`src/hdl/bspu_pkg.sv`:
```
// Package: constants, codes and shared types of the scanline unpacker.
package bspu_pkg;

	localparam int MAX_WIDTH     = 4096;
	localparam int PALETTE_DEPTH = 256;
	localparam int PAL_AW        = (PALETTE_DEPTH > 1) ? $clog2(PALETTE_DEPTH) : 1;

	localparam int ADDR_W = 3;
	localparam int DATA_W = 32;

	localparam logic [2:0] FMT_1BPP  = 3'd0;
	localparam logic [2:0] FMT_2BPP  = 3'd1;
	localparam logic [2:0] FMT_4BPP  = 3'd2;
	localparam logic [2:0] FMT_8BPP  = 3'd3;
	localparam logic [2:0] FMT_24BPP = 3'd4;

	localparam logic REG_FORMAT = 1'b0;
	localparam logic REG_WIDTH  = 1'b1;

	localparam logic MODE_PALETTE = 1'b0;
	localparam logic MODE_PIXEL   = 1'b1;

	typedef struct packed {
		logic [2:0]  fmt;
		logic [12:0] width;
		logic [13:0] width3;
		logic [13:0] row_bytes;
	} cfg_t;

	typedef struct packed {
		logic        en;
		logic [7:0]  addr;
		logic [23:0] rgb;
	} pal_wr_t;

	typedef struct packed {
		logic [7:0]  idx;
		logic        direct;
		logic [23:0] rgb;
		logic        row_end;
		logic        last;
	} px_req_t;

endpackage

```
`src/hdl/bspu_cfg.sv`:
```
// Configuration registers on the APB-style port and derived row geometry.
module bspu_cfg (
	input  logic                          clk,
	input  logic                          arst_n,
	input  logic                          psel,
	input  logic                          penable,
	input  logic                          pwrite,
	input  logic [bspu_pkg::ADDR_W-1:0]   paddr,
	input  logic [bspu_pkg::DATA_W-1:0]   pwdata,
	output logic [bspu_pkg::DATA_W-1:0]   prdata,
	output logic                          pready,
	output bspu_pkg::cfg_t                cfg
);

	logic [2:0]  fmt_q;
	logic [12:0] width_q;
	logic [12:0] w;
	logic [13:0] width3;
	logic [15:0] wbits;
	logic [13:0] nbytes;
	logic [13:0] row_bytes;

	always_ff @(posedge clk or negedge arst_n) begin
		if (!arst_n) begin
			fmt_q   <= bspu_pkg::FMT_8BPP;
			width_q <= 13'd1;
		end else if (psel && penable && pwrite) begin
			unique case (paddr[2])
				bspu_pkg::REG_FORMAT: fmt_q   <= pwdata[2:0];
				bspu_pkg::REG_WIDTH:  width_q <= pwdata[12:0];
			endcase
		end
	end

	assign pready = 1'b1;
	assign prdata = (paddr[2] == bspu_pkg::REG_FORMAT) ? {29'd0, fmt_q} : {19'd0, width_q};

	always_comb begin
		priority if (width_q == 13'd0) begin
			w = 13'd1;
		end else if (17'(width_q) > 17'(bspu_pkg::MAX_WIDTH)) begin
			w = 13'(bspu_pkg::MAX_WIDTH);
		end else begin
			w = width_q;
		end
	end

	always_comb begin
		width3 = 14'({w, 1'b0}) + 14'(w);
		wbits  = 16'(w) << fmt_q[1:0];
		nbytes = 14'((17'(wbits) + 17'd7) >> 3);
		if (fmt_q == bspu_pkg::FMT_24BPP) begin
			row_bytes = (width3 + 14'd3) & ~14'd3;
		end else begin
			row_bytes = (nbytes + 14'd3) & ~14'd3;
		end
	end

	assign cfg.fmt       = fmt_q;
	assign cfg.width     = w;
	assign cfg.width3    = width3;
	assign cfg.row_bytes = row_bytes;

endmodule

```
`config.mk`:
```
export PLATFORM = sky130hd
export DESIGN_NAME = bspu_cfg
export DESIGN_NICKNAME = d
export VERILOG_FILES = /design/src/hdl/bspu_pkg.sv /design/src/hdl/bspu_cfg.sv
export SDC_FILE = /design/constraint.sdc
export NUM_CORES = 1
export LEC_CHECK = 0
export ABC_AREA = 0
export BUFFER_PORTS_ARGS = -buffer_cell sky130_fd_sc_hd__buf_2
export CAP_MARGIN = 20
export CORE_MARGIN = 4
export CORE_UTILIZATION = 45
export CTS_BUF_LIST = sky130_fd_sc_hd__clkbuf_8
export CTS_CLUSTER_DIAMETER = 60
export DETAILED_ROUTE_END_ITERATION = 12
export GPL_ROUTABILITY_DRIVEN = 0
export GPL_TIMING_DRIVEN = 0
export HOLD_SLACK_MARGIN = 0.05
export PLACE_DENSITY = 0.75
export SETUP_SLACK_MARGIN = 0.02
export SYNTH_ARGS = -nofsm -noshare
export SYNTH_HDL_FRONTEND = slang
export SYNTH_SLANG_ARGS = --single-unit
export TNS_END_PERCENT = 10
```
`constraint.sdc`:
```
create_clock -name clk -period 4.6 [get_ports clk]
set_input_delay 0.92 -clock clk [delete_from_list [all_inputs] [get_ports clk]]
set_output_delay 0.92 -clock clk [all_outputs]
set_load 0.005 [all_outputs]
```
# Word-level counts from Yosys, hierarchy flattened
# Index checks and enable logic that the tools add are counted.
[totals] ff_bits=16 out_inout_bits=77
[classes] add_sub_neg=4 order_cmp=1 eq_ne=1 shifts=1 n_mux=4 bitwise_logic=1 reduce_logical=5
[op_table] cell="two-way mux 13 bit" n=3
[op_table] cell="adder 14 x 2 -> 14 bit (second input constant)" n=2
[op_table] cell="adder 16 x 3 -> 17 bit (second input constant)" n=1
[op_table] cell="left shift 13 x 2 -> 16 bit" n=1
[op_table] cell="adder 14 x 13 -> 14 bit" n=1
[op_table] cell="two-way mux 14 bit" n=1
[op_table] cell="> comparator 13 bit (second input constant)" n=1
[op_table] cell="zero test 13 bit" n=1
[op_table] cell="AND reduction 2 bit" n=2
[op_table] cell="== test 3 bit (second input constant)" n=1
[op_table] cell="logical AND 1 bit" n=2
[op_table] cell="NOT 1 bit" n=1

# Logic depth before layout (Yosys ltp)
# Gate-level depths: netlist (run 1).
[depth] ltp_word=7 depth_mapped=17 mapped_depth_nobuf=15

# Least setup slack after synthesis (run 1)
# Ideal clock, no wire load.
[synth_path] path_kind="register -> output" start="register width_q[12]" end="output cfg[12] (netlist name)" arrival_ps=3899 path_slack_ps=-219 path_stages_with_launch=17 n_path_buf=4 path_cell_list="dfrtp_1 > buf_2 > buf_4 > clkbuf_1 > clkbuf_1 > nor2_1 > ha_1 > ha_1 > o31ai_1 > o41ai_4 > a21oi_1 > o31ai_2 > and2_2 > a221oi_1 > nor4_4 > o21a_1 > a211o_1"
[synth_rtl] element="start: declaration" line="bspu_cfg.sv:16" source="logic [12:0] width_q;"
[synth_rtl] element="start signal: assignment" line="bspu_cfg.sv:30" source="bspu_pkg::REG_WIDTH: width_q <= pwdata[12:0];"
[synth_rtl] element="end: declaration" line="bspu_cfg.sv:12" source="output bspu_pkg::cfg_t cfg"

==> flow_summary.html, run 1 <==
<table>
<tr><th>Metric</th><th>Value</th></tr>
<tr><th colspan="2">Outcome</th></tr>
<tr><td>Run status</td><td>finished, violations left</td></tr>
<tr><td>Failing checks</td><td>setup timing</td></tr>
<tr><th colspan="2">Detailed routing</th></tr>
<tr><td>Via-to-Cell Ratio</td><td>5.53</td></tr>
<tr><td>Detailed Routing Iterations Pass 1</td><td>5</td></tr>
<tr><td>DRC violation count after routing</td><td>0</td></tr>
<tr><td>Final wirelength</td><td>between 8000 and 9000 um</td></tr>
<tr><td>1st-iter DRT viols</td><td>~280</td></tr>
<tr><td>Total number of vias</td><td>between 2000 and 3000</td></tr>
<tr><td>WL/cell</td><td>~17 um</td></tr>
<tr><td>Number of antenna-violating nets in the routed design</td><td>0</td></tr>
<tr><th colspan="2">Logic synthesis</th></tr>
<tr><td>Leading cell types by total area after synthesis</td><td>sky130_fd_sc_hd__dfrtp_1 12%, sky130_fd_sc_hd__mux2_2 10%, sky130_fd_sc_hd__buf_4 7.4%, sky130_fd_sc_hd__xnor2_1 3.8%, sky130_fd_sc_hd__xor2_1 3.5%</td></tr>
<tr><td>Register bit count reported by yosys</td><td>16</td></tr>
<tr><td>Top cell type by total area after synthesis</td><td>sky130_fd_sc_hd__dfrtp_1</td></tr>
<tr><td>Synth async-reset ratio</td><td>100%</td></tr>
<tr><td>Distinct cell type count of the synthesized netlist</td><td>72</td></tr>
<tr><td>Summed instance area of the synthesized netlist</td><td>2740 sq um</td></tr>
<tr><td>Sequential cell area fraction in the yosys report</td><td>between 10 and 15%</td></tr>
<tr><td>Mean instance size in the synthesized netlist</td><td>~8.4 sq um</td></tr>
<tr><td>Number of enable flip-flop cells after synthesis</td><td>0</td></tr>
<tr><td>Share of the synthesized area in the top cell type</td><td>a little under an eighth</td></tr>
<tr><td>Most instantiated flip-flop cell in the synthesis netlist</td><td>sky130_fd_sc_hd__dfrtp_1</td></tr>
<tr><td>Warnings from Yosys</td><td>0</td></tr>
<tr><td>Gate Count Post-Synth</td><td>~330</td></tr>
<tr><td>Commonest cells post-synth</td><td>27 x sky130_fd_sc_hd__buf_4, 25 x sky130_fd_sc_hd__mux2_2, 23 x sky130_fd_sc_hd__nor2_1</td></tr>
<tr><td>Leading cell type by number of instances after synthesis</td><td>sky130_fd_sc_hd__buf_4</td></tr>
<tr><th colspan="2">Setup path</th></tr>
<tr><td>Category of the worst setup path capture point</td><td>primary output</td></tr>
<tr><td>Cell type of the slowest stage on the worst timing path</td><td>sky130_fd_sc_hd__dfrtp_2</td></tr>
<tr><td>Crit path largest cell delay</td><td>roughly 0.42 ns</td></tr>
<tr><td>WP data required</td><td>between 3 and 4 ns</td></tr>
<tr><td>Top cell by count, worst path</td><td>sky130_fd_sc_hd__nor4_4</td></tr>
<tr><td>Kind of cell adding the most delay to the critical path</td><td>simple AND/OR/NAND/NOR gates</td></tr>
<tr><td>Data arrival time of the critical path</td><td>between 3 and 4 ns</td></tr>
<tr><td>Buf/Inv on CP</td><td>1</td></tr>
<tr><td>Worst path cell trace</td><td>nor4_4 &gt; nand4_1 &gt; a21oi_4 &gt; ha_4 &gt; ha_4 &gt; nor3_1 &gt; o41ai_2 &gt; xor2_1 &gt; and2_1 &gt; a31oi_2 &gt; nor4_4 &gt; nand4_4 &gt; nor4_4 &gt; nor3b_2 &gt; a211o_1 &gt; buf_2</td></tr>
<tr><td>Critical path fanouts, max</td><td>4</td></tr>
<tr><td>Type of the worst setup path</td><td>reg -&gt; out</td></tr>
<tr><td>Element type at the critical path start</td><td>flip-flop</td></tr>
<tr><th colspan="2">Global route</th></tr>
<tr><td>Overflow left after global routing</td><td>0</td></tr>
<tr><td>Global-route usage over all layers</td><td>roughly 22%</td></tr>
<tr><td>Pin count of the biggest net entering global routing</td><td>17</td></tr>
<tr><td>Wire length of the first global-routing pass</td><td>around 13000 um</td></tr>
<tr><td>Via count of the first global-routing pass</td><td>around 2700</td></tr>
<tr><td>Antenna violations before repair</td><td>0</td></tr>
<tr><th colspan="2">Timing</th></tr>
<tr><td>Total negative slack</td><td>-0.537 ns</td></tr>
<tr><td>Total setup violations reported at the end of the flow</td><td>4</td></tr>
<tr><td>Clock tree skew after final layout</td><td>0 ns</td></tr>
<tr><td>Setup repair after global routing missed its margin</td><td>true</td></tr>
<tr><td>Hold Vio Cnt, Final</td><td>0</td></tr>
<tr><td>Post-route worst setup slack</td><td>-0.260 ns</td></tr>
<tr><td>Max_slew headroom</td><td>59.4%</td></tr>
<tr><td>Minimum hold slack</td><td>~0.57 ns</td></tr>
<tr><td>Period minus WS final</td><td>4.86 ns</td></tr>
<tr><td>Final slew viol count</td><td>0</td></tr>
<tr><td>Post-route clock period utilization</td><td>106%</td></tr>
<tr><td>Upper clock frequency limit</td><td>~210 MHz</td></tr>
<tr><td>Pin slew with the least headroom to its limit</td><td>approximately 0.60 ns</td></tr>
<tr><th colspan="2">Power and ir drop</th></tr>
<tr><td>Leakage power</td><td>1.76 nW</td></tr>
<tr><td>Maximum resistive drop on vdd</td><td>roughly 0.00027 V</td></tr>
<tr><td>Power density relative to cell area</td><td>between 400 and 500 nW/um^2</td></tr>
<tr><td>Total power of the final layout</td><td>between 1.5 and 2 mW</td></tr>
<tr><th colspan="2">Clock network</th></tr>
<tr><td>Clock tree root driver cell</td><td>sky130_fd_sc_hd__clkbuf_8</td></tr>
<tr><td>Num CTS Buffers</td><td>3</td></tr>
<tr><td>Clock Pin Slew Worst Setup and Hold Paths</td><td>approximately 0.06 ns</td></tr>
<tr><td>CTS H-tree depth</td><td>1</td></tr>
<tr><td>CTS tree</td><td>done</td></tr>
<tr><td>Clk buf depth</td><td>2</td></tr>
<tr><td>Clock latency of the later-clocked register in the worst-skew pair</td><td>~0.25 ns</td></tr>
<tr><td>Num Clock Sinks</td><td>16</td></tr>
<tr><th colspan="2">Flow run</th></tr>
<tr><td>Number of max-cap violations</td><td>0</td></tr>
<tr><th colspan="2">Placement</th></tr>
<tr><td>Placed standard-cell area</td><td>~3300 sq um</td></tr>
<tr><td>Post-DP HPWL</td><td>about 6200 um</td></tr>
<tr><td>Total of buffers placed on input and output ports</td><td>73</td></tr>
<tr><th colspan="2">Floorplanning</th></tr>
<tr><td>Row Count</td><td>28</td></tr>
<tr><td>Chip Width</td><td>between 80 and 90 um</td></tr>
<tr><td>Count of pins on the block boundary</td><td>117</td></tr>
<tr><td>Starting Density</td><td>46.3%</td></tr>
<tr><td>Die Y-Extent</td><td>around 86 um</td></tr>
<tr><td>Overall die area</td><td>roughly 7400 sq um</td></tr>
<tr><td>Core box area</td><td>5920 sq um</td></tr>
<tr><th colspan="2">Cells and area</th></tr>
<tr><td>Number of nets at the end of the flow</td><td>a little under 500</td></tr>
<tr><td>Layout-stage area growth over the synthesis result</td><td>34.9%</td></tr>
<tr><td>Cell area after layout</td><td>about 3700 sq um</td></tr>
<tr><td>Ant diodes</td><td>0</td></tr>
<tr><td>Final standard cell utilization of the core</td><td>62.4%</td></tr>
<tr><td>Fraction of layout cells with a size suffix above 1</td><td>~47%</td></tr>
<tr><th colspan="2">Worst hold path</th></tr>
<tr><td>Tightest Hold Check Type</td><td>in -&gt; async</td></tr>
</table>
layout make-up:
type                    count  area [sq um]
plain buffers              44           363
clock buffers               3          41.3
clock inverters             1          3.75
fillers                   538          2220
inverters                   7          26.3
multi-input cells         278          2230
flip-flops and latches     16           409
well taps                  75          93.8
repair buffers             95           531
power by group:
| group | total (mW) | internal (mW) | switching, mW |
|---|---|---|---|
| Clock | 0.106 | 0.0592 | 0.0467 |
| Combinational | 1.25 | 0.575 | 0.672 |
| Sequential | 0.229 | 0.178 | 0.0514 |
routing by layer:
metal	share of wire, %	global-route usage, %	vias to the layer above	routed length (um)
met5	0	0	-	0
met3	7.8	1.92	13	672
met1	43	30.0	1330	3690
met4	1.4	5.76	0	123
met2	48	37.5	159	4100
li1	-	-	1369	-
worst paths after layout:
check                                         from                       to  slack [ns]  cells after the start
setup reg to reg           width_q[12]$_DFFE_PN0P_  width_q[12]$_DFFE_PN0P_        3.14                      5
max in group asynchronous                   arst_n     fmt_q[1]$_DFFE_PN1P_        3.73                      1
hold reg to reg             width_q[0]$_DFFE_PN1P_   width_q[0]$_DFFE_PN1P_        0.67                      1
setup / recovery            width_q[1]$_DFFE_PN0P_                  cfg[12]       -0.26                     16
hold / removal                              arst_n  width_q[10]$_DFFE_PN0P_        0.57                      1
min in group clk            width_q[0]$_DFFE_PN1P_   width_q[0]$_DFFE_PN1P_        0.67                      1
cells by family after synthesis:
family	share of synthesized area, %
adders and majority gates	3.20
muxes	14.0
AOI/OAI and AO/OA	22.3
DFF	14.7
and+or+nand+nor	25.6
xor gates and xnor gates	7.35
buffers and inverters	12.6
other	0.274
through the flow:
stage                     cells  setup slack (ns)
after floorplan             345            0.0266
after global placement      493            -0.658
after detailed placement    493            -0.783
after CTS                   510            -0.201
after global routing        519            -0.478
final                       519            -0.260
cells in the final DEF, fill, tap and decap left out, types with 3 or more instances in the layout:
cell	netlist	layout
sky130_fd_sc_hd__a21o_1	3	3
sky130_fd_sc_hd__a21oi_1	15	10
sky130_fd_sc_hd__a21oi_2	1	4
sky130_fd_sc_hd__a22oi_1	4	4
sky130_fd_sc_hd__a31oi_1	6	4
sky130_fd_sc_hd__and2_1	14	14
sky130_fd_sc_hd__and3_1	3	3
sky130_fd_sc_hd__buf_2	6	78
sky130_fd_sc_hd__buf_4	27	48
sky130_fd_sc_hd__clkbuf_1	7	5
sky130_fd_sc_hd__clkbuf_8	2	6
sky130_fd_sc_hd__conb_1	2	22
sky130_fd_sc_hd__dfrtp_1	13	9
sky130_fd_sc_hd__dfrtp_2	0	4
sky130_fd_sc_hd__dfstp_2	3	3
sky130_fd_sc_hd__ha_1	7	4
sky130_fd_sc_hd__ha_4	0	3
sky130_fd_sc_hd__inv_1	5	6
sky130_fd_sc_hd__mux2_2	25	24
sky130_fd_sc_hd__mux2i_1	9	9
sky130_fd_sc_hd__nand2_1	20	20
sky130_fd_sc_hd__nand2b_1	6	6
sky130_fd_sc_hd__nand4_1	3	3
sky130_fd_sc_hd__nor2_1	23	22
sky130_fd_sc_hd__nor2b_1	14	13
sky130_fd_sc_hd__nor3_1	4	4
sky130_fd_sc_hd__nor4_4	2	4
sky130_fd_sc_hd__o21a_1	3	3
sky130_fd_sc_hd__o21ai_0	13	13
sky130_fd_sc_hd__o22ai_1	6	6
sky130_fd_sc_hd__xnor2_1	12	11
sky130_fd_sc_hd__xor2_1	11	11
state kept, by name (all words and copies together) (netlist names):
signal	cells
width_q	13
fmt_q	3
repair_timing:
action                                  4_1_cts  5_1_grt
gates resized for setup                      24       12
setup buffers                                13        9
hold buffers                                  0        0
pin swaps                                    15       13
endpoints found under the setup margin       12        9
worst register-to-register path, cell delays in order, from the launching register on:
cell,delay [ns]
sky130_fd_sc_hd__dfrtp_2,0.42
sky130_fd_sc_hd__buf_8,0.16
sky130_fd_sc_hd__buf_6,0.15
sky130_fd_sc_hd__clkbuf_8,0.17
sky130_fd_sc_hd__clkbuf_16,0.18
sky130_fd_sc_hd__mux2_2,0.27
Note: power is estimated with default switching activity, not from simulation.
==> inputs of run 2 (changes only) <==
--- a/config.mk
+++ b/config.mk
@@ -8,6 +8,7 @@
 export ABC_AREA = 0
 export BUFFER_PORTS_ARGS = -buffer_cell sky130_fd_sc_hd__buf_2
 export CAP_MARGIN = 20
+export CORE_ASPECT_RATIO = 1.1
 export CORE_MARGIN = 4
 export CORE_UTILIZATION = 45
 export CTS_BUF_LIST = sky130_fd_sc_hd__clkbuf_8
==> run 2 against run 1 <==
Net effect:
- the run still ends with setup timing left
- critical path type unchanged
- sequential power about the same
- flip-flop and latch count unchanged
- count of clock-buffer cells in the layout up 1
- largest cell class unchanged
- clock power up 15%
==> flow_summary.html, run 2 (synthesis results as in run 1) <==
<table>
<tr><th>Metric</th><th>Value</th></tr>
<tr><th colspan="2">Timing</th></tr>
<tr><td>Hold Vio Cnt, Final</td><td>0</td></tr>
<tr><td>Pin slew with the least headroom to its limit</td><td>0.573 ns</td></tr>
<tr><td>Upper clock frequency limit</td><td>roughly 200 MHz</td></tr>
<tr><td>Final slew viol count</td><td>0</td></tr>
<tr><td>Period minus WS final</td><td>between 4 and 5 ns</td></tr>
<tr><td>Setup repair after global routing missed its margin</td><td>true</td></tr>
<tr><td>Total setup violations reported at the end of the flow</td><td>3</td></tr>
<tr><td>Max_slew headroom</td><td>between 60 and 70%</td></tr>
<tr><td>Post-route clock period utilization</td><td>107%</td></tr>
<tr><td>Post-route worst setup slack</td><td>-0.333 ns</td></tr>
<tr><td>Total negative slack</td><td>-0.676 ns</td></tr>
<tr><td>Clock tree skew after final layout</td><td>0 ns</td></tr>
<tr><th colspan="2">Global route</th></tr>
<tr><td>Overflow left after global routing</td><td>0</td></tr>
<tr><td>Antenna violations before repair</td><td>0</td></tr>
<tr><td>Via count of the first global-routing pass</td><td>roughly 2700</td></tr>
<tr><td>Global-route usage over all layers</td><td>a little over a fifth</td></tr>
<tr><td>Wire length of the first global-routing pass</td><td>around 13000 um</td></tr>
<tr><td>Pin count of the biggest net entering global routing</td><td>17</td></tr>
<tr><th colspan="2">Detailed routing</th></tr>
<tr><td>Total number of vias</td><td>approximately 2900</td></tr>
<tr><td>WL/cell</td><td>between 15 and 20 um</td></tr>
<tr><td>Via-to-Cell Ratio</td><td>~5.4</td></tr>
<tr><td>DRC violation count after routing</td><td>0</td></tr>
<tr><td>1st-iter DRT viols</td><td>190</td></tr>
<tr><td>Final wirelength</td><td>~8400 um</td></tr>
<tr><td>Number of antenna-violating nets in the routed design</td><td>0</td></tr>
<tr><td>Detailed Routing Iterations Pass 1</td><td>4</td></tr>
<tr><th colspan="2">Cells and area</th></tr>
<tr><td>Cell area after layout</td><td>3750 sq um</td></tr>
<tr><td>Most used cells in the layout excluding fill and tap cells</td><td>78 x sky130_fd_sc_hd__buf_2, 55 x sky130_fd_sc_hd__buf_4, 23 x sky130_fd_sc_hd__mux2_2</td></tr>
<tr><td>Layout-stage area growth over the synthesis result</td><td>36.8%</td></tr>
<tr><td>Number of nets at the end of the flow</td><td>499</td></tr>
<tr><td>Ant diodes</td><td>0</td></tr>
<tr><td>Most frequent standard cell in the layout excluding fill and tap cells</td><td>sky130_fd_sc_hd__buf_2</td></tr>
<tr><td>Area of the multi-input gates</td><td>around 2200 sq um</td></tr>
<tr><td>Top reg by flops</td><td>width_q</td></tr>
<tr><td>Biggest regs</td><td>width_q (13), fmt_q (3)</td></tr>
<tr><td>Reg area</td><td>412 sq um</td></tr>
<tr><td>Layout filler cell count</td><td>between 500 and 600</td></tr>
<tr><td>Max reg flops</td><td>13</td></tr>
<tr><td>Fraction of layout cells with a size suffix above 1</td><td>between 40% and 50%</td></tr>
<tr><th colspan="2">Outcome</th></tr>
<tr><td>Run status</td><td>finished, violations left</td></tr>
<tr><td>Failing checks</td><td>setup timing</td></tr>
<tr><th colspan="2">Setup path</th></tr>
<tr><td>Cell depth of the worst flop-to-flop path</td><td>5</td></tr>
<tr><td>Critical path fanouts, max</td><td>4</td></tr>
<tr><td>Element type at the critical path start</td><td>flip-flop</td></tr>
<tr><td>Type of the worst setup path</td><td>reg -&gt; out</td></tr>
<tr><td>Launch point of the worst reg-to-reg path</td><td>width_q[12]$_DFFE_PN0P_</td></tr>
<tr><td>Register-to-register setup slack</td><td>~3.2 ns</td></tr>
<tr><td>Data arrival time of the critical path</td><td>~4.0 ns</td></tr>
<tr><td>Terminus of the critical flop-to-flop path</td><td>width_q[12]$_DFFE_PN0P_</td></tr>
<tr><td>Category of the worst setup path capture point</td><td>primary output</td></tr>
<tr><td>WP data required</td><td>3.68 ns</td></tr>
<tr><th colspan="2">Floorplanning</th></tr>
<tr><td>Starting Density</td><td>a little under half</td></tr>
<tr><td>Core box area</td><td>just under 6000 sq um</td></tr>
<tr><td>Chip Width</td><td>82.4 um</td></tr>
<tr><td>Die Y-Extent</td><td>between 80 and 90 um</td></tr>
<tr><td>Overall die area</td><td>7400 sq um</td></tr>
<tr><td>Count of pins on the block boundary</td><td>approximately 120</td></tr>
<tr><td>Row Count</td><td>29</td></tr>
<tr><th colspan="2">Clock network</th></tr>
<tr><td>Clock latency of the later-clocked register in the worst-skew pair</td><td>0.25 ns</td></tr>
<tr><td>CTS tree</td><td>done</td></tr>
<tr><td>Clock Pin Slew Worst Setup and Hold Paths</td><td>0.06 ns</td></tr>
<tr><td>Num Clock Sinks</td><td>16</td></tr>
<tr><td>Clk buf depth</td><td>2</td></tr>
<tr><td>Num CTS Buffers</td><td>3</td></tr>
<tr><td>CTS H-tree depth</td><td>1</td></tr>
<tr><td>Clock tree root driver cell</td><td>sky130_fd_sc_hd__clkbuf_8</td></tr>
<tr><td>Hold Buf Count CTS</td><td>0</td></tr>
<tr><th colspan="2">Placement</th></tr>
<tr><td>Total of buffers placed on input and output ports</td><td>73</td></tr>
<tr><td>Placed standard-cell area</td><td>approximately 3300 sq um</td></tr>
<tr><td>Post-placement setup slack</td><td>-0.716 ns</td></tr>
<tr><td>Post-DP HPWL</td><td>about 6000 um</td></tr>
<tr><th colspan="2">Flow run</th></tr>
<tr><td>Number of max-cap violations</td><td>0</td></tr>
<tr><th colspan="2">Worst hold path</th></tr>
<tr><td>Tightest Hold Check Type</td><td>in -&gt; async</td></tr>
<tr><th colspan="2">Power and ir drop</th></tr>
<tr><td>Seq pwr share</td><td>about 14%</td></tr>
<tr><td>Cell internal power dissipation</td><td>0.834 mW</td></tr>
<tr><td>Leakage power</td><td>around 1.8 nW</td></tr>
<tr><td>Combinational fraction of design power</td><td>77.9%</td></tr>
<tr><td>Switching Power</td><td>between 0.7 and 0.8 mW</td></tr>
<tr><td>Maximum resistive drop on vdd</td><td>roughly 0.00028 V</td></tr>
<tr><td>Power density relative to cell area</td><td>about 420 nW/um^2</td></tr>
<tr><td>Proportion of total power due to net switching</td><td>between 40% and 50%</td></tr>
<tr><td>Proportion of power drawn by the clock network</td><td>between 7 and 8%</td></tr>
<tr><td>Total power of the final layout</td><td>1.59 mW</td></tr>
</table>
[run 2: changes by cell type in the layout (fill, tap and decap cells not counted), moves of 2 or more]
| cell | change |
|---|---|
| sky130_fd_sc_hd__ha_2 | +2 |
| sky130_fd_sc_hd__a31oi_2 | -2 |
| sky130_fd_sc_hd__dfrtp_1 | -2 |
| sky130_fd_sc_hd__buf_4 | +7 |
| sky130_fd_sc_hd__nor3_2 | +3 |
| sky130_fd_sc_hd__nor3_1 | -2 |
| sky130_fd_sc_hd__dfrtp_2 | +2 |
[run 2: per-stage QoR]
step / util (%) / instances / hold WS (ns)
detailed placement: 56.6 / 495 / 0.663
finish: 64.2 / 528 / 0.565
CTS: 62.4 / 522 / 0.576
global route: 64.2 / 528 / 0.592
floorplan: - / 345 / 0.575
global placement: 56.6 / 495 / 0.652
[run 2: power by group through the flow]
| stage | combinational (mW) | sequential (mW) | clock (mW) |
|---|---|---|---|
| after floorplan | 0.763 | 0.211 | 0 |
| after global placement | 1.05 | 0.230 | 0 |
| after detailed placement | 1.07 | 0.231 | 0 |
| after CTS | 1.17 | 0.226 | 0.123 |
| after global routing | 1.34 | 0.232 | 0.130 |
| final | 1.24 | 0.228 | 0.122 |
[run 2: how the worst max path moves through the flow]
| stage | end | startpoint | depth (start not counted) | slack, ns |
|---|---|---|---|---|
| floorplan | cfg[12] | width_q[12]$_DFFE_PN0P_ | 16 | 0.03 |
| finish | cfg[13] | width_q[4]$_DFFE_PN0P_ | 21 | -0.33 |
| global placement | cfg[12] | width_q[12]$_DFFE_PN0P_ | 17 | -0.61 |
| CTS | cfg[12] | width_q[11]$_DFFE_PN0P_ | 16 | -0.23 |
| global route | cfg[12] | width_q[4]$_DFFE_PN0P_ | 17 | -0.51 |
| detailed placement | cfg[12] | width_q[12]$_DFFE_PN0P_ | 17 | -0.72 |
[run 2: repair_timing]
action | in CTS | in global routing
gates resized for setup | 26 | 11
setup buffers | 23 | 6
pin swaps | 16 | 17
endpoints found under the setup margin | 12 | 9
[run 2: final cells by class]
type,instances,area share [%]
clock buffer,4,1.47
inverter,7,0.701
timing repair buffer,102,15.6
tap,77,2.57
sequential,16,11.0
buffer,44,9.58
multi-input combinational,278,59.1
[run 2: critical path: stages (launching register included)]
cell	delay, ns
sky130_fd_sc_hd__dfrtp_2	0.43
sky130_fd_sc_hd__nor4_4	0.30
sky130_fd_sc_hd__nand4_1	0.19
sky130_fd_sc_hd__buf_4	0.18
sky130_fd_sc_hd__buf_4	0.12
sky130_fd_sc_hd__buf_4	0.12
sky130_fd_sc_hd__buf_4	0.12
sky130_fd_sc_hd__buf_4	0.12
sky130_fd_sc_hd__buf_4	0.12
sky130_fd_sc_hd__buf_4	0.12
sky130_fd_sc_hd__buf_4	0.12
sky130_fd_sc_hd__buf_4	0.14
sky130_fd_sc_hd__a31oi_1	0.14
sky130_fd_sc_hd__mux2_4	0.18
sky130_fd_sc_hd__nor2_1	0.06
sky130_fd_sc_hd__a211oi_4	0.29
sky130_fd_sc_hd__nand4_4	0.18
sky130_fd_sc_hd__nor4_4	0.32
sky130_fd_sc_hd__buf_4	0.17
sky130_fd_sc_hd__a21oi_1	0.07
sky130_fd_sc_hd__nor2_1	0.13
sky130_fd_sc_hd__buf_2	0.13
[run 2: routing by layer]
layer | wire, um | global-route usage, % | vias up
li1 | - | - | 1388
met1 | 3630 | 30.3 | 1310
met5 | 0 | 0 | -
met2 | 3850 | 34.0 | 141
met4 | 246 | 8.03 | 0
met3 | 695 | 2.70 | 23
==> inputs of run 3 (changes only) <==
--- a/config.mk
+++ b/config.mk
@@ -10,16 +10,15 @@
 export CAP_MARGIN = 20
 export CORE_ASPECT_RATIO = 1.1
 export CORE_MARGIN = 4
-export CORE_UTILIZATION = 45
+export CORE_UTILIZATION = 54
 export CTS_BUF_LIST = sky130_fd_sc_hd__clkbuf_8
-export CTS_CLUSTER_DIAMETER = 60
+export CTS_CLUSTER_DIAMETER = 200
 export DETAILED_ROUTE_END_ITERATION = 12
 export GPL_ROUTABILITY_DRIVEN = 0
 export GPL_TIMING_DRIVEN = 0
 export HOLD_SLACK_MARGIN = 0.05
-export PLACE_DENSITY = 0.75
+export PLACE_DENSITY = 0.85
 export SETUP_SLACK_MARGIN = 0.02
 export SYNTH_ARGS = -nofsm -noshare
 export SYNTH_HDL_FRONTEND = slang
 export SYNTH_SLANG_ARGS = --single-unit
-export TNS_END_PERCENT = 10
==> constraint.sdc (replaced) <==
create_clock -name clk -period 5.95 [get_ports clk]
set_input_delay 1.19 -clock clk [delete_from_list [all_inputs] [get_ports clk]]
set_output_delay 1.19 -clock clk [all_outputs]
set_load 0.005 [all_outputs]
==> run 3 against run 2 <==
Net effect:
- the run now ends clean
- count of clock-buffer cells in the layout fell by 1
- worst hold slack improved by 0.11 ns
- non-clock buffer count fell by 24
- sequential share of layout area rose by 0.96 points
- critical endpoint is now cfg[12]
- highest routed layer unchanged
==> flow_summary.html, run 3 (synthesis results as in run 1) <==
<table>
<tr><th>Metric</th><th>Value</th></tr>
<tr><th colspan="2">Cells and area</th></tr>
<tr><td>Final standard cell utilization of the core</td><td>between 70% and 80%</td></tr>
<tr><td>Layout filler cell count</td><td>397</td></tr>
<tr><td>Number of nets at the end of the flow</td><td>roughly 480</td></tr>
<tr><td>Area of the multi-input gates</td><td>2110 sq um</td></tr>
<tr><td>Layout-stage area growth over the synthesis result</td><td>23.5%</td></tr>
<tr><td>Most used cells in the layout excluding fill and tap cells</td><td>79 x sky130_fd_sc_hd__buf_2, 34 x sky130_fd_sc_hd__buf_4, 25 x sky130_fd_sc_hd__mux2_2</td></tr>
<tr><td>Most frequent standard cell in the layout excluding fill and tap cells</td><td>sky130_fd_sc_hd__buf_2</td></tr>
<tr><td>Reg area</td><td>404 sq um</td></tr>
<tr><td>Top reg by flops</td><td>width_q</td></tr>
<tr><td>Biggest regs</td><td>width_q (13), fmt_q (3)</td></tr>
<tr><td>Max reg flops</td><td>13</td></tr>
<tr><td>Fraction of layout cells with a size suffix above 1</td><td>41.2%</td></tr>
<tr><td>Ant diodes</td><td>0</td></tr>
<tr><th colspan="2">Detailed routing</th></tr>
<tr><td>Via-to-Cell Ratio</td><td>between 5 and 6</td></tr>
<tr><td>Final wirelength</td><td>about 7800 um</td></tr>
<tr><td>Number of antenna-violating nets in the routed design</td><td>0</td></tr>
<tr><td>DRC violation count after routing</td><td>0</td></tr>
<tr><td>Total number of vias</td><td>about 2800</td></tr>
<tr><td>WL/cell</td><td>approximately 16 um</td></tr>
<tr><td>Detailed Routing Iterations Pass 1</td><td>5</td></tr>
<tr><td>1st-iter DRT viols</td><td>234</td></tr>
<tr><th colspan="2">Clock network</th></tr>
<tr><td>Clock latency of the later-clocked register in the worst-skew pair</td><td>approximately 0.24 ns</td></tr>
<tr><td>Num Clock Sinks</td><td>16</td></tr>
<tr><td>CTS H-tree depth</td><td>1</td></tr>
<tr><td>CTS tree</td><td>done</td></tr>
<tr><td>Clock Pin Slew Worst Setup and Hold Paths</td><td>0.06 ns</td></tr>
<tr><td>Clk buf depth</td><td>2</td></tr>
<tr><td>Hold Buf Count CTS</td><td>0</td></tr>
<tr><td>Clock tree root driver cell</td><td>sky130_fd_sc_hd__clkbuf_8</td></tr>
<tr><td>Num CTS Buffers</td><td>3</td></tr>
<tr><th colspan="2">Setup path</th></tr>
<tr><td>Data arrival time of the critical path</td><td>approximately 4.5 ns</td></tr>
<tr><td>Type of the worst setup path</td><td>reg -&gt; out</td></tr>
<tr><td>Critical path fanouts, max</td><td>7</td></tr>
<tr><td>Kind of cell adding the most delay to the critical path</td><td>simple AND/OR/NAND/NOR gates</td></tr>
<tr><td>Category of the worst setup path capture point</td><td>primary output</td></tr>
<tr><td>WP data required</td><td>4.76 ns</td></tr>
<tr><td>Buf/Inv on CP</td><td>1</td></tr>
<tr><td>Element type at the critical path start</td><td>flip-flop</td></tr>
<tr><td>Worst path cell trace</td><td>nor4_4 &gt; nand4_1 &gt; a21oi_4 &gt; ha_1 &gt; ha_2 &gt; a21oi_2 &gt; o41ai_2 &gt; xor2_1 &gt; and2_1 &gt; a31oi_1 &gt; nor4_4 &gt; nand4_4 &gt; nor4_4 &gt; nor3b_1 &gt; a211o_1 &gt; buf_2</td></tr>
<tr><td>Cell type of the slowest stage on the worst timing path</td><td>sky130_fd_sc_hd__dfrtp_1</td></tr>
<tr><td>Top cell by count, worst path</td><td>sky130_fd_sc_hd__nor4_4</td></tr>
<tr><td>Crit path largest cell delay</td><td>0.47 ns</td></tr>
<tr><th colspan="2">Power and ir drop</th></tr>
<tr><td>Power density relative to cell area</td><td>between 300 and 400 nW/um^2</td></tr>
<tr><td>Total power of the final layout</td><td>between 1 and 1.5 mW</td></tr>
<tr><td>Leakage power</td><td>around 1.6 nW</td></tr>
<tr><td>Maximum resistive drop on vdd</td><td>0.000219 V</td></tr>
<tr><th colspan="2">Timing</th></tr>
<tr><td>Hold Vio Cnt, Final</td><td>0</td></tr>
<tr><td>Period minus WS final</td><td>approximately 5.7 ns</td></tr>
<tr><td>Total negative slack</td><td>0 ns</td></tr>
<tr><td>Upper clock frequency limit</td><td>between 150 and 200 MHz</td></tr>
<tr><td>Clock tree skew after final layout</td><td>0 ns</td></tr>
<tr><td>Post-route clock period utilization</td><td>95.8%</td></tr>
<tr><td>Total setup violations reported at the end of the flow</td><td>0</td></tr>
<tr><td>Final slew viol count</td><td>0</td></tr>
<tr><td>Setup repair after global routing missed its margin</td><td>false</td></tr>
<tr><td>Max_slew headroom</td><td>61.4%</td></tr>
<tr><td>Pin slew with the least headroom to its limit</td><td>between 0.5 and 0.6 ns</td></tr>
<tr><th colspan="2">Global route</th></tr>
<tr><td>Global-route usage over all layers</td><td>23.8%</td></tr>
<tr><td>Antenna violations before repair</td><td>0</td></tr>
<tr><td>Overflow left after global routing</td><td>0</td></tr>
<tr><td>Via count of the first global-routing pass</td><td>around 2600</td></tr>
<tr><td>Pin count of the biggest net entering global routing</td><td>17</td></tr>
<tr><td>Wire length of the first global-routing pass</td><td>approximately 13000 um</td></tr>
<tr><th colspan="2">Floorplanning</th></tr>
<tr><td>Row Count</td><td>26</td></tr>
<tr><td>Overall die area</td><td>~6300 sq um</td></tr>
<tr><td>Core box area</td><td>4780 sq um</td></tr>
<tr><td>Die Y-Extent</td><td>~83 um</td></tr>
<tr><td>Chip Width</td><td>around 76 um</td></tr>
<tr><td>Count of pins on the block boundary</td><td>~120</td></tr>
<tr><td>Starting Density</td><td>a little under three fifths</td></tr>
<tr><th colspan="2">Outcome</th></tr>
<tr><td>Run status</td><td>finished, final reports clean</td></tr>
<tr><th colspan="2">Placement</th></tr>
<tr><td>Post-DP HPWL</td><td>between 6000 and 7000 um</td></tr>
<tr><td>Total of buffers placed on input and output ports</td><td>73</td></tr>
<tr><th colspan="2">Flow run</th></tr>
<tr><td>Number of max-cap violations</td><td>0</td></tr>
<tr><th colspan="2">Worst hold path</th></tr>
<tr><td>Tightest Hold Check Type</td><td>reg -&gt; reg</td></tr>
</table>
==> run 3: cell types whose count changed in the layout (fill, tap and decap cells not counted), moves of 2 or more <==
cell and change:
sky130_fd_sc_hd__a21oi_1 +3, sky130_fd_sc_hd__a21oi_2 -3, sky130_fd_sc_hd__and2_4 -2, sky130_fd_sc_hd__buf_4 -21, sky130_fd_sc_hd__buf_6 -2, sky130_fd_sc_hd__clkbuf_8 -2, sky130_fd_sc_hd__dfrtp_1 +6, sky130_fd_sc_hd__dfrtp_2 -6
sky130_fd_sc_hd__ha_1 +3, sky130_fd_sc_hd__ha_4 -2, sky130_fd_sc_hd__mux2_2 +2, sky130_fd_sc_hd__mux2_4 -2, sky130_fd_sc_hd__nor3_1 +2, sky130_fd_sc_hd__nor3_2 -2
==> run 3: report_power, final <==
| group | switching [mW] | internal (mW) | total, mW | leakage [nW] |
|---|---|---|---|---|
| logic | 0.472 | 0.378 | 0.850 | 1.42 |
| clock network | 0.0349 | 0.0457 | 0.0805 | 0.0269 |
| registers | 0.0418 | 0.136 | 0.178 | 0.188 |
| total | 0.548 | 0.560 | 1.11 | 1.64 |
==> run 3: per-stage QoR <==
| step | setup WS [ns] | instances | hold slack [ns] | instance area (sq um) |
|---|---|---|---|---|
| 6_report | 0.252 | 483 | 0.672 | 3380 |
| 5_1_grt | 0.00742 | 483 | 0.685 | 3380 |
| 4_1_cts | 0.0525 | 478 | 0.668 | 3300 |
| 3_5_place_dp | -0.146 | 474 | 0.660 | 3250 |
| 3_3_place_gp | -0.0408 | 474 | 0.652 | 3250 |
| 2_1_floorplan | 0.861 | 345 | 0.575 | 2820 |
==> run 3: routing by layer <==
| layer | GRT usage (%) | up-vias | part of all wire, % |
|---|---|---|---|
| met4 | 8.54 | 0 | 1.8 |
| met3 | 4.23 | 18 | 9.5 |
| met5 | 0 | - | 0 |
| li1 | - | 1329 | - |
| met1 | 30.1 | 1270 | 41 |
| met2 | 41.0 | 180 | 48 |
==> run 3: layout make-up <==
class	count	share of cell area (%)
multi-input cells	278	62.4
flip-flops and latches	16	11.9
repair buffers	78	11.9
plain buffers	44	9.62
well taps	56	2.07
clock buffers	3	1.22
inverters	7	0.777
clock inverters	1	0.111
==> run 3: path summary, 6_finish.rpt <==
kind	slack, ns	from	endpoint	cells past startpoint
worst max-delay path	0.25	width_q[4]$_DFFE_PN0P_	cfg[12]	16
worst min-delay path	0.67	width_q[0]$_DFFE_PN1P_	width_q[0]$_DFFE_PN1P_	1
worst max register to register	4.29	width_q[12]$_DFFE_PN0P_	width_q[12]$_DFFE_PN0P_	5
worst min register to register	0.67	width_q[0]$_DFFE_PN1P_	width_q[0]$_DFFE_PN1P_	1
max in group asynchronous	4.81	arst_n	fmt_q[1]$_DFFE_PN1P_	1
min in group asynchronous	0.83	arst_n	width_q[10]$_DFFE_PN0P_	1
==> run 3: repair_timing <==
action	in CTS	in global routing
pin swaps	0	4
endpoints found under the setup margin	3	4
gates resized for setup	3	12
buffers inserted	0	5
==> run 3: worst register-to-register path: cells and delay by family, from the launching register on <==
kind                   cells  cell delay [ns]
multiplexers               1             0.28
flip-flops                 1             0.45
buffers and inverters      4             0.82
